[config.mk]
export PLATFORM = sky130hd
export DESIGN_NAME = sensor_frame_builder_crc16
export DESIGN_NICKNAME = d
export VERILOG_FILES = /design/src/sfb_pkg.sv /design/src/sfb_crc_byte.sv /design/src/sensor_frame_builder_crc16.sv
export SDC_FILE = /design/constraint.sdc
export NUM_CORES = 1
export LEC_CHECK = 0
export BUFFER_PORTS_ARGS = -buffer_cell sky130_fd_sc_hd__buf_4
export CORE_MARGIN = 2
export CORE_UTILIZATION = 50
export CTS_CLUSTER_SIZE = 8
export DETAILED_ROUTE_END_ITERATION = 12
export MAX_ROUTING_LAYER = met4
export PLACE_DENSITY = 0.83
export SYNTH_ARGS = -nofsm -noshare
export SYNTH_HDL_FRONTEND = slang
export SYNTH_SLANG_ARGS = --single-unit
[constraint.sdc]
create_clock -name clk -period 23.5 [get_ports clk]
set_clock_uncertainty 0.05 [all_clocks]
set_input_delay 0 -clock clk [delete_from_list [all_inputs] [get_ports clk]]
set_output_delay 0 -clock clk [all_outputs]
set_load 0.02 [all_outputs]
[src/sfb_pkg.sv]
`default_nettype none

package sfb_pkg;

    localparam int unsigned NUM_FIELDS  = 7;
    localparam int unsigned FIELD_W     = 16;
    localparam int unsigned BYTE_W      = 8;
    localparam int unsigned CRC_W       = 16;
    localparam int unsigned PAYLOAD_W   = NUM_FIELDS * FIELD_W;
    localparam int unsigned FRAME_BYTES = 19;
    localparam int unsigned IDX_W       = 5;

    typedef logic [IDX_W-1:0]  byte_idx_t;
    typedef logic [BYTE_W-1:0] frame_byte_t;
    typedef logic [CRC_W-1:0]  crc_t;

    // Frame layout
    localparam frame_byte_t HDR_SYNC0 = 8'h55;
    localparam frame_byte_t HDR_SYNC1 = 8'hAA;
    localparam frame_byte_t HDR_LEN   = 8'd17;

    localparam byte_idx_t IDX_SYNC0    = 5'd0;
    localparam byte_idx_t IDX_SYNC1    = 5'd1;
    localparam byte_idx_t IDX_LEN      = 5'd2;
    localparam byte_idx_t IDX_DATA0    = 5'd3;
    localparam byte_idx_t IDX_CRC_HI   = 5'd17;
    localparam byte_idx_t IDX_CRC_LO   = 5'd18;

    // Reflected CRC-16, no final XOR
    localparam crc_t CRC_INIT = 16'hFFFF;
    localparam crc_t CRC_POLY = 16'hA001;

endpackage

`default_nettype wire

[src/sfb_crc_byte.sv]
`default_nettype none

module sfb_crc_byte (
    input  wire  sfb_pkg::crc_t        crc_in,
    input  wire  sfb_pkg::frame_byte_t data,
    output sfb_pkg::crc_t              crc_out
);
    import sfb_pkg::*;

    // Fold one byte in, LSB first
    always_comb
    begin
        crc_t c;
        c = crc_in ^ {{(CRC_W-BYTE_W){1'b0}}, data};
        for (int k = 0; k < BYTE_W; k++)
        begin
            if (c[0])
            begin
                c = (c >> 1) ^ CRC_POLY;
            end
            else
            begin
                c = c >> 1;
            end
        end
        crc_out = c;
    end

endmodule

`default_nettype wire

[src/sensor_frame_builder_crc16.sv]
// Sensor frame builder with CRC-16 check bytes.
//
// Input channel (in_valid / in_ready): one transaction carries seven 16-bit
// readings. Output channel (out_valid / out_ready): one transaction per
// frame byte, 19 per input item, in transmit order: 0x55, 0xAA, length 17,
// the seven readings high byte first, then the CRC high and low bytes.
// last_byte marks the CRC low byte.
//
// An accepted item is loaded into the shift register and frame counter; each
// frame byte then passes through the output register. Throughput: one frame
// byte per cycle while out_ready is high. The next item is taken in the same
// cycle that the last byte of the current frame enters the output register,
// so frames follow each other with no gap.
//
// The CRC (reflected, poly 0xA001, init 0xFFFF) is built up one byte per
// cycle as the bytes are sent, so the check bytes are ready when reached.
//
// Reset clears the busy flag, the frame counter and the output valid flag;
// no frame is in flight afterwards. When the receiver stalls, the output
// register holds its byte and the serialiser waits with it.
`default_nettype none

module sensor_frame_builder_crc16 (
    input  wire  clk,
    input  wire  rst_n,

    input  wire  in_valid,
    output logic in_ready,
    input  wire  [15:0] temperature,
    input  wire  [15:0] humidity,
    input  wire  [15:0] light_level,
    input  wire  [15:0] rain_index,
    input  wire  [15:0] fire_index,
    input  wire  [15:0] warning_index,
    input  wire  [15:0] battery_level,

    output logic out_valid,
    input  wire  out_ready,
    output logic [7:0] frame_byte,
    output logic last_byte
);
    import sfb_pkg::*;

    // Control state
    logic      busy_reg,      busy_next;
    byte_idx_t idx_reg,       idx_next;
    logic      out_valid_reg, out_valid_next;

    // Payload
    logic [PAYLOAD_W-1:0] shift_reg, shift_next;
    crc_t                 crc_reg,   crc_next;
    frame_byte_t          byte_reg,  byte_next;
    logic                 last_reg,  last_next;

    logic        advance;
    logic        at_last;
    logic        in_accept;
    frame_byte_t cur_byte;
    crc_t        crc_upd;

    // Move one byte into the output register when it is empty or being taken
    assign advance   = busy_reg && (!out_valid_reg || out_ready);
    assign at_last   = (idx_reg == IDX_CRC_LO);
    assign in_ready  = !busy_reg || (advance && at_last);
    assign in_accept = in_valid && in_ready;

    // Pick the byte for the current frame position
    always_comb
    begin
        priority if (idx_reg == IDX_SYNC0)
        begin
            cur_byte = HDR_SYNC0;
        end
        else if (idx_reg == IDX_SYNC1)
        begin
            cur_byte = HDR_SYNC1;
        end
        else if (idx_reg == IDX_LEN)
        begin
            cur_byte = HDR_LEN;
        end
        else if (idx_reg < IDX_CRC_HI)
        begin
            cur_byte = shift_reg[PAYLOAD_W-1 -: BYTE_W];
        end
        else if (idx_reg == IDX_CRC_HI)
        begin
            cur_byte = crc_reg[CRC_W-1 -: BYTE_W];
        end
        else
        begin
            cur_byte = crc_reg[BYTE_W-1:0];
        end
    end

    sfb_crc_byte u_crc (
        .crc_in  (crc_reg),
        .data    (cur_byte),
        .crc_out (crc_upd)
    );

    // Serialiser next state
    always_comb
    begin
        busy_next  = busy_reg;
        idx_next   = idx_reg;
        shift_next = shift_reg;
        crc_next   = crc_reg;

        if (advance)
        begin
            idx_next = idx_reg + 1'b1;
            if (idx_reg >= IDX_DATA0 && idx_reg < IDX_CRC_HI)
            begin
                shift_next = {shift_reg[PAYLOAD_W-BYTE_W-1:0], {BYTE_W{1'b0}}};
            end
            if (idx_reg < IDX_CRC_HI)
            begin
                crc_next = crc_upd;
            end
            if (at_last)
            begin
                busy_next = 1'b0;
            end
        end

        // Load a fresh item; overrides the end of the previous frame
        if (in_accept)
        begin
            busy_next  = 1'b1;
            idx_next   = IDX_SYNC0;
            shift_next = {temperature, humidity, light_level, rain_index,
                          fire_index, warning_index, battery_level};
            crc_next   = CRC_INIT;
        end
    end

    // Output register next state
    always_comb
    begin
        out_valid_next = out_valid_reg;
        byte_next      = byte_reg;
        last_next      = last_reg;

        if (advance)
        begin
            out_valid_next = 1'b1;
            byte_next      = cur_byte;
            last_next      = at_last;
        end
        else if (out_ready)
        begin
            out_valid_next = 1'b0;
        end
    end

    always_ff @(posedge clk or negedge rst_n)
    begin
        if (!rst_n)
        begin
            busy_reg      <= 1'b0;
            idx_reg       <= IDX_SYNC0;
            out_valid_reg <= 1'b0;
        end
        else
        begin
            busy_reg      <= busy_next;
            idx_reg       <= idx_next;
            out_valid_reg <= out_valid_next;
        end
    end

    always_ff @(posedge clk)
    begin
        shift_reg <= shift_next;
        crc_reg   <= crc_next;
        byte_reg  <= byte_next;
        last_reg  <= last_next;
    end

    assign out_valid  = out_valid_reg;
    assign frame_byte = byte_reg;
    assign last_byte  = last_reg;

endmodule

`default_nettype wire

## Word level (Yosys, flattened, before mapping)

Cells that the tools add are included.
W data, S select, Z words.

| cells by class | value |
|---|---|
| reductions and logical operators | 16 |
| bitwise logic cells | 9 |
| shifts and indexed selects | 0 |
| add/subtract/negate cells | 1 |
| $lt $le $gt $ge | 2 |
| $mul | 0 |
| div/mod/pow operators | 0 |
| mux-type cells | 23 |
| equal/unequal tests | 4 |

Operators by type and width:

| operator | count |
|---|---|
| $mux W112 | 3 |
| $mux W16 | 8 |
| $mux W8 | 5 |
| $not A2 Y3 | 8 |
| $xor A16 B8 Y16 | 1 |
| $eq A5 B5 Y1 const B | 2 |
| $mux W5 | 2 |
| $reduce_bool A2 Y1 | 4 |
| $reduce_and A2 Y1 | 3 |
| $add A5 B1 Y5 const B | 1 |
| $eq A5 B1 Y1 const B | 1 |
| $eq A5 B2 Y1 const B | 1 |
| $ge A5 B2 Y1 const B | 1 |
| $logic_not A5 Y1 | 1 |
| $lt A5 B5 Y1 const B | 1 |
| $mux W1 | 5 |
| $logic_and A1 B1 Y1 | 4 |
| $logic_not A1 Y1 | 2 |
| $logic_or A1 B1 Y1 | 2 |

| word-level totals | value |
|---|---|
| input port bits | 116 |
| memory bits (writable) | 0 |
| output and inout port bits | 11 |
| memory bits (read-only) | 0 |
| memories | 0 |
| latch bits | 0 |
| register bits | 144 |

## Depth between registers and ports, before layout

| depth | value |
|---|---|
| depth after elaboration | 23 |
| mapped depth | 12 |
| gate-level depth less buffers | 11 |

## Modules after synthesis

From an unflattened synthesis, not the netlist that was laid out.

| unflattened totals | value |
|---|---|
| cells, all modules | 433 |
| area total of the unflattened synthesis | 6797.8 um^2 |

By module, submodules not included:

| module | times used | seq. area each (um^2) | area each (um^2) | cells an instance |
|---|---|---|---|---|
| sensor_frame_builder_crc16 | 1 | 4129.0 | 6513.7 | 404 |
| sfb_crc_byte | 1 | 0.0 | 284.0 | 29 |

## Worst setup path after synthesis

Ideal clock, no wire load.

| timing path | value |
|---|---|
| path kind | register to register |
| start point | register out_valid_reg (netlist: out_valid) |
| end point | register shift_reg[0] (enable) |
| cell stages (with the launch flop) | 7 |
| clock period less this slack | 10.470 ns |
| library setup time | 0.737 ns |
| slack | 13.030 ns |
| arrival | 9.683 ns |
| path buffers | 2 |
| cells stage by stage | dfrtp_1 > nand2b_1 > and2_1 > clkbuf_1 > nand2_1 > clkbuf_1 > o21ai_0 |

| on the way | value |
|---|---|
| cells in the longest elaborated chain, start to end | 8 |
| elaborated cells between the ends (all ways) | 9 |

Ends and longest elaborated chain:

| what | RTL line | text |
|---|---|---|
| start: declaration | sensor_frame_builder_crc16.sv:47 | `logic out_valid_reg, out_valid_next;` |
| start signal: assignment | sensor_frame_builder_crc16.sv:169 | `out_valid_reg <= out_valid_next;` |
| $logic_not A1 Y1 (*) | sensor_frame_builder_crc16.sv:62 | `assign advance = busy_reg && (!out_valid_reg \|\| out_ready);` |
| $logic_or A1 B1 Y1 (*) | sensor_frame_builder_crc16.sv:62 |  |
| $logic_and A1 B1 Y1 (*) | sensor_frame_builder_crc16.sv:62 |  |
| named net advance | sensor_frame_builder_crc16.sv:55 | `logic advance;` |
| $logic_and A1 B1 Y1 | sensor_frame_builder_crc16.sv:64 | `assign in_ready = !busy_reg \|\| (advance && at_last);` |
| $logic_or A1 B1 Y1 | sensor_frame_builder_crc16.sv:64 |  |
| $logic_and A1 B1 Y1 | sensor_frame_builder_crc16.sv:65 | `assign in_accept = in_valid && in_ready;` |
| $reduce_bool A2 Y1 (no line) | - |  |
| $reduce_and A2 Y1 (no line) (*) | - |  |
| end signal: assignment | sensor_frame_builder_crc16.sv:175 | `shift_reg <= shift_next;` |
| end: declaration | sensor_frame_builder_crc16.sv:50 | `logic [PAYLOAD_W-1:0] shift_reg, shift_next;` |

The timed path passes the listed nets; every way through them passes the cells marked *.
A chain may end at the register's enable or synchronous reset.

## Final worst setup path

| timing path | value |
|---|---|
| start point | register out_valid_reg (netlist: out_valid) |
| end point | register shift_reg[53] (enable) |

| on the way | value |
|---|---|
| cells in the longest elaborated chain, start to end | 8 |
| elaborated cells between the ends (all ways) | 9 |

Ends and longest elaborated chain:

| what | RTL line |
|---|---|
| $logic_not A1 Y1 (*) | sensor_frame_builder_crc16.sv:62 |
| $logic_or A1 B1 Y1 (*) | sensor_frame_builder_crc16.sv:62 |
| $logic_and A1 B1 Y1 (*) | sensor_frame_builder_crc16.sv:62 |
| $logic_and A1 B1 Y1 | sensor_frame_builder_crc16.sv:64 |
| $logic_or A1 B1 Y1 | sensor_frame_builder_crc16.sv:64 |
| $logic_and A1 B1 Y1 | sensor_frame_builder_crc16.sv:65 |
| $reduce_bool A2 Y1 (no line) | - |
| $reduce_and A2 Y1 (no line) (*) | - |

Every way passes the cells marked *; elsewhere a longest branch is shown, timed or not.

==> impl_metrics.toml <==
[outcome]
status = "finished clean"

[global_routing]
grt_pass1_wl_um = 28800
grt_max_degree = 106
grt_antenna_before_repair = 2
grt_pass1_vias = 5863
gr-total-overflow = 0
track_usage_pct = 27.1

[final_layout]
largest_reg_flops = 112
multi_input_area_um2 = 2400
drive_gt1_share_pct = 18.5
syn_to_final_growth_pct = 42.7
fill_cells = 846
fin_nets = 1024
seqCellArea_um2 = 4130
final_util_pct = 72.7

[floorplanning]
core_area_um2 = 13100
num_rows = 42
initial_core_util_pct = 50.9
die_area_um2 = 14300
boundaryPins = 127
die_w_um = 120
die_h_um = 120

[sta]
maxSlewViolCount = 0
rsz0062_at_grt = "no"
whs_ns = 0.341
worst_slack_ns = 19.39
fin_crit_sh_pct = 17.5
fmax_mhz = 243
worst_pin_slew_ns = 1.12
setup-tns-final_ns = 0
relSlewSlack_pct = 25.1
setup_violations = 0
min_period_ns = 4.11
hold_violations = 0

[setup_path]
crit_buf_inv = 1
cp-start-kind = "flop"
crit_fanout = 90
slowest_stage = "buf_4"
cpPeakStageDelay_ns = 0.92
path_class = "reg2reg"
crit_chain = "nand2b_1, and2_1, nand2_1, o21ai_4, buf_4"
crit_arrival_ns = 4.10
cp-end-kind = "flop"
crit_family = "simple AND/OR/NAND/NOR gates"
critPathRequiredTime_ns = 23.49

[synthesis]
synthesis.area_um2 = 6690
synth_cell_types = 52
synthCells = 677
yosys-mux-area-fraction_pct = 1.38
ys_warn_count = 0
synth_nets = 797
avgSynthCellArea_um2 = 9.88
yosys.area_share.xor_xnor_pct = 3.24
synthArstFlopShare_pct = 4.86
ys_seq_area_share_pct = 61.7
synth_edf_count = 121
synth-simple-area-share_pct = 24.3
synth_compound_gate_area_share_pct = 5.91
synth_seq_cells = 144
synth_top_family_by_area = "simple AND/OR/NAND/NOR gates"
synthFlopType = "edfxtp_1"
synth_fa_ha_area_share_pct = 0.748

[power_and_ir_drop]
p_per_area_nw_per_um2 = 131
p_comb_share_pct = 37.7
p_sw_share_pct = 33.6
vdd_drop_max_mv = 0.104
power_switching_mw = 0.419
power.clock.fraction_pct = 22.9
p_leak_nw = 4.19
p_int_mw = 0.828
power_frac_seq_pct = 39.4

[cts]
cts_buffers = 17
post-cts-setup-buffer-count = 0
clk_pin_slew_ns = 0.06
cts_num_sinks = 144
htree_levels = 4
clk_root_buffer_cell = "clkbuf_16"
hold_buffers = 116
cts_resized = 0
cts_tree = "yes"
worstSkewPairLatency_ns = 0.42
clock_path_buffers = 2

[routing]
ant_nets = 0
dr.pass1.iters = 5
post-route-drc-count = 0
drt-initial-drc-count = 526
vias = 5693
detail_route.vias_per_cell = 5.20
wl_per_cell_um = 16.8
wirelength_um = 18400

[placement]
dp_hpwl_um = 9620
dp_slack_ns = 19.35
port_buffers = 126
place.gp.congestion = 0.896

[min_path]
min_path_type = "in2reg"

[run]
drv_cap = 0
[kinds of logic (layout without fill, tap and decap cells)]
logic type | after synthesis | after routing
AO/OA/AOI/OAI | 56 | 56
XOR/XNOR | 23 | 23
adder cells (fa/ha/maj) | 4 | 4
buffers and inverters | 45 | 285
flip-flops | 144 | 144
multiplexers | 8 | 8
other | 0 | 2
AND/OR/NAND/NOR | 397 | 397
[cells in the final DEF, fill, tap and decap left out, types with 2 or more instances in the layout]
| cell | synthesis | layout |
|---|---|---|
| o31ai_1 | 2 | 2 |
| nand3_1 | 5 | 5 |
| clkbuf_8 | 0 | 2 |
| clkbuf_1 | 30 | 2 |
| o21a_1 | 2 | 2 |
| or3_1 | 3 | 3 |
| dfrtp_1 | 7 | 7 |
| xor2_1 | 8 | 8 |
| mux2i_1 | 7 | 7 |
| a21o_1 | 2 | 2 |
| clkinv_2 | 0 | 3 |
| a31oi_1 | 5 | 5 |
| clkbuf_16 | 0 | 17 |
| a21oi_1 | 10 | 10 |
| and3_1 | 12 | 12 |
| bufinv_16 | 0 | 4 |
| and2_1 | 7 | 6 |
| dfxtp_1 | 16 | 16 |
| nand2_1 | 336 | 335 |
| diode_2 | 0 | 2 |
| inv_1 | 6 | 6 |
| ha_1 | 4 | 4 |
| dlygate4sd3_1 | 0 | 116 |
| o21ai_0 | 9 | 8 |
| clkinvlp_4 | 0 | 2 |
| nor3_1 | 3 | 3 |
| xnor2_1 | 14 | 14 |
| o41a_1 | 2 | 2 |
| edfxtp_1 | 121 | 121 |
| nand2b_1 | 4 | 4 |
| o211ai_1 | 10 | 10 |
| buf_4 | 0 | 131 |
| nand4_1 | 3 | 3 |
| a211oi_1 | 3 | 3 |
| nor2_1 | 15 | 15 |
[synthesized netlist by cell type (all sizes together) (2+ instances only)]
master  count  area share [%]
nor2       15            0.84
o41a        2            0.34
a21oi      10            0.75
o21ai       9            0.67
edfxtp    121              54
dfxtp      16             4.8
buf         9            0.69
xor2        8             1.0
o211ai     10             1.1
xnor2      14             1.8
ha          4            0.75
inv         6            0.34
nand3       5            0.37
and3       13             1.3
a21o        2            0.22
a211oi      3            0.34
o21a        2            0.22
or3         3            0.28
or3b        2            0.30
nand4       3            0.28
mux2i       8             1.4
a31oi       5            0.47
o31ai       2            0.22
nor3        3            0.22
dfrtp       7             2.6
o41ai       2            0.37
nand2     336              19
clkbuf     30             1.7
and2        7            0.65
nand2b      4            0.37
[metrics by stage]
stage	instance area (µm²)	std cells	total power, mW
3_3_place_gp	7760	945	0.924
4_1_cts	9540	1093	1.24
6_report	9550	1095	1.25
5_1_grt	9550	1095	1.31
2_1_floorplan	6690	677	0.849
3_5_place_dp	7760	945	0.936
[worst register-to-register path, stage by stage, from the launching register on]
cell and delay, ns:
dfrtp_1 0.37, nand2b_1 0.11, and2_1 0.59, nand2_1 0.77, o21ai_4 0.81, buf_4 0.93
[final cells by class]
| type | count | share of cell area [%] |
|---|---|---|
| clock buffers | 21 | 4.82 |
| diodes | 2 | 0.0524 |
| flip-flops and latches | 144 | 43.3 |
| inverters | 6 | 0.236 |
| well taps | 176 | 2.31 |
| repair buffers | 247 | 22.5 |
| multi-input cells | 488 | 25.2 |
| clock inverters | 11 | 1.70 |
[layer usage]
metal | vias to the layer above | global-route usage (%) | part of all wire [%]
met4 | 0 | 10.9 | 2.6
met2 | 261 | 46.1 | 52
li1 | 2735 | - | -
met1 | 2654 | 31.3 | 39
met5 | - | - | 0
met3 | 43 | 5.94 | 6.4
[power groups by stage]
stage / clock network [mW] / registers [mW] / logic, mW
after floorplan: 0 / 0.504 / 0.345
after global placement: 0 / 0.489 / 0.435
after detailed placement: 0 / 0.492 / 0.444
after CTS: 0.286 / 0.488 / 0.464
after global routing: 0.297 / 0.502 / 0.515
final: 0.285 / 0.492 / 0.471
[final timing paths]
path,startpoint,endpoint,slack [ns],depth (start not counted)
setup / recovery,out_valid,shift_reg[53],19.39,5
hold / removal,rain_index[7],shift_reg[55],0.34,4
setup reg to reg,out_valid,shift_reg[53],19.39,5
hold reg to reg,busy_reg,out_valid,0.44,1
max in group asynchronous,rst_n,idx_reg[4],22.63,3
min in group asynchronous,rst_n,idx_reg[1],0.52,3
Note: power is estimated with default switching activity, not from simulation.
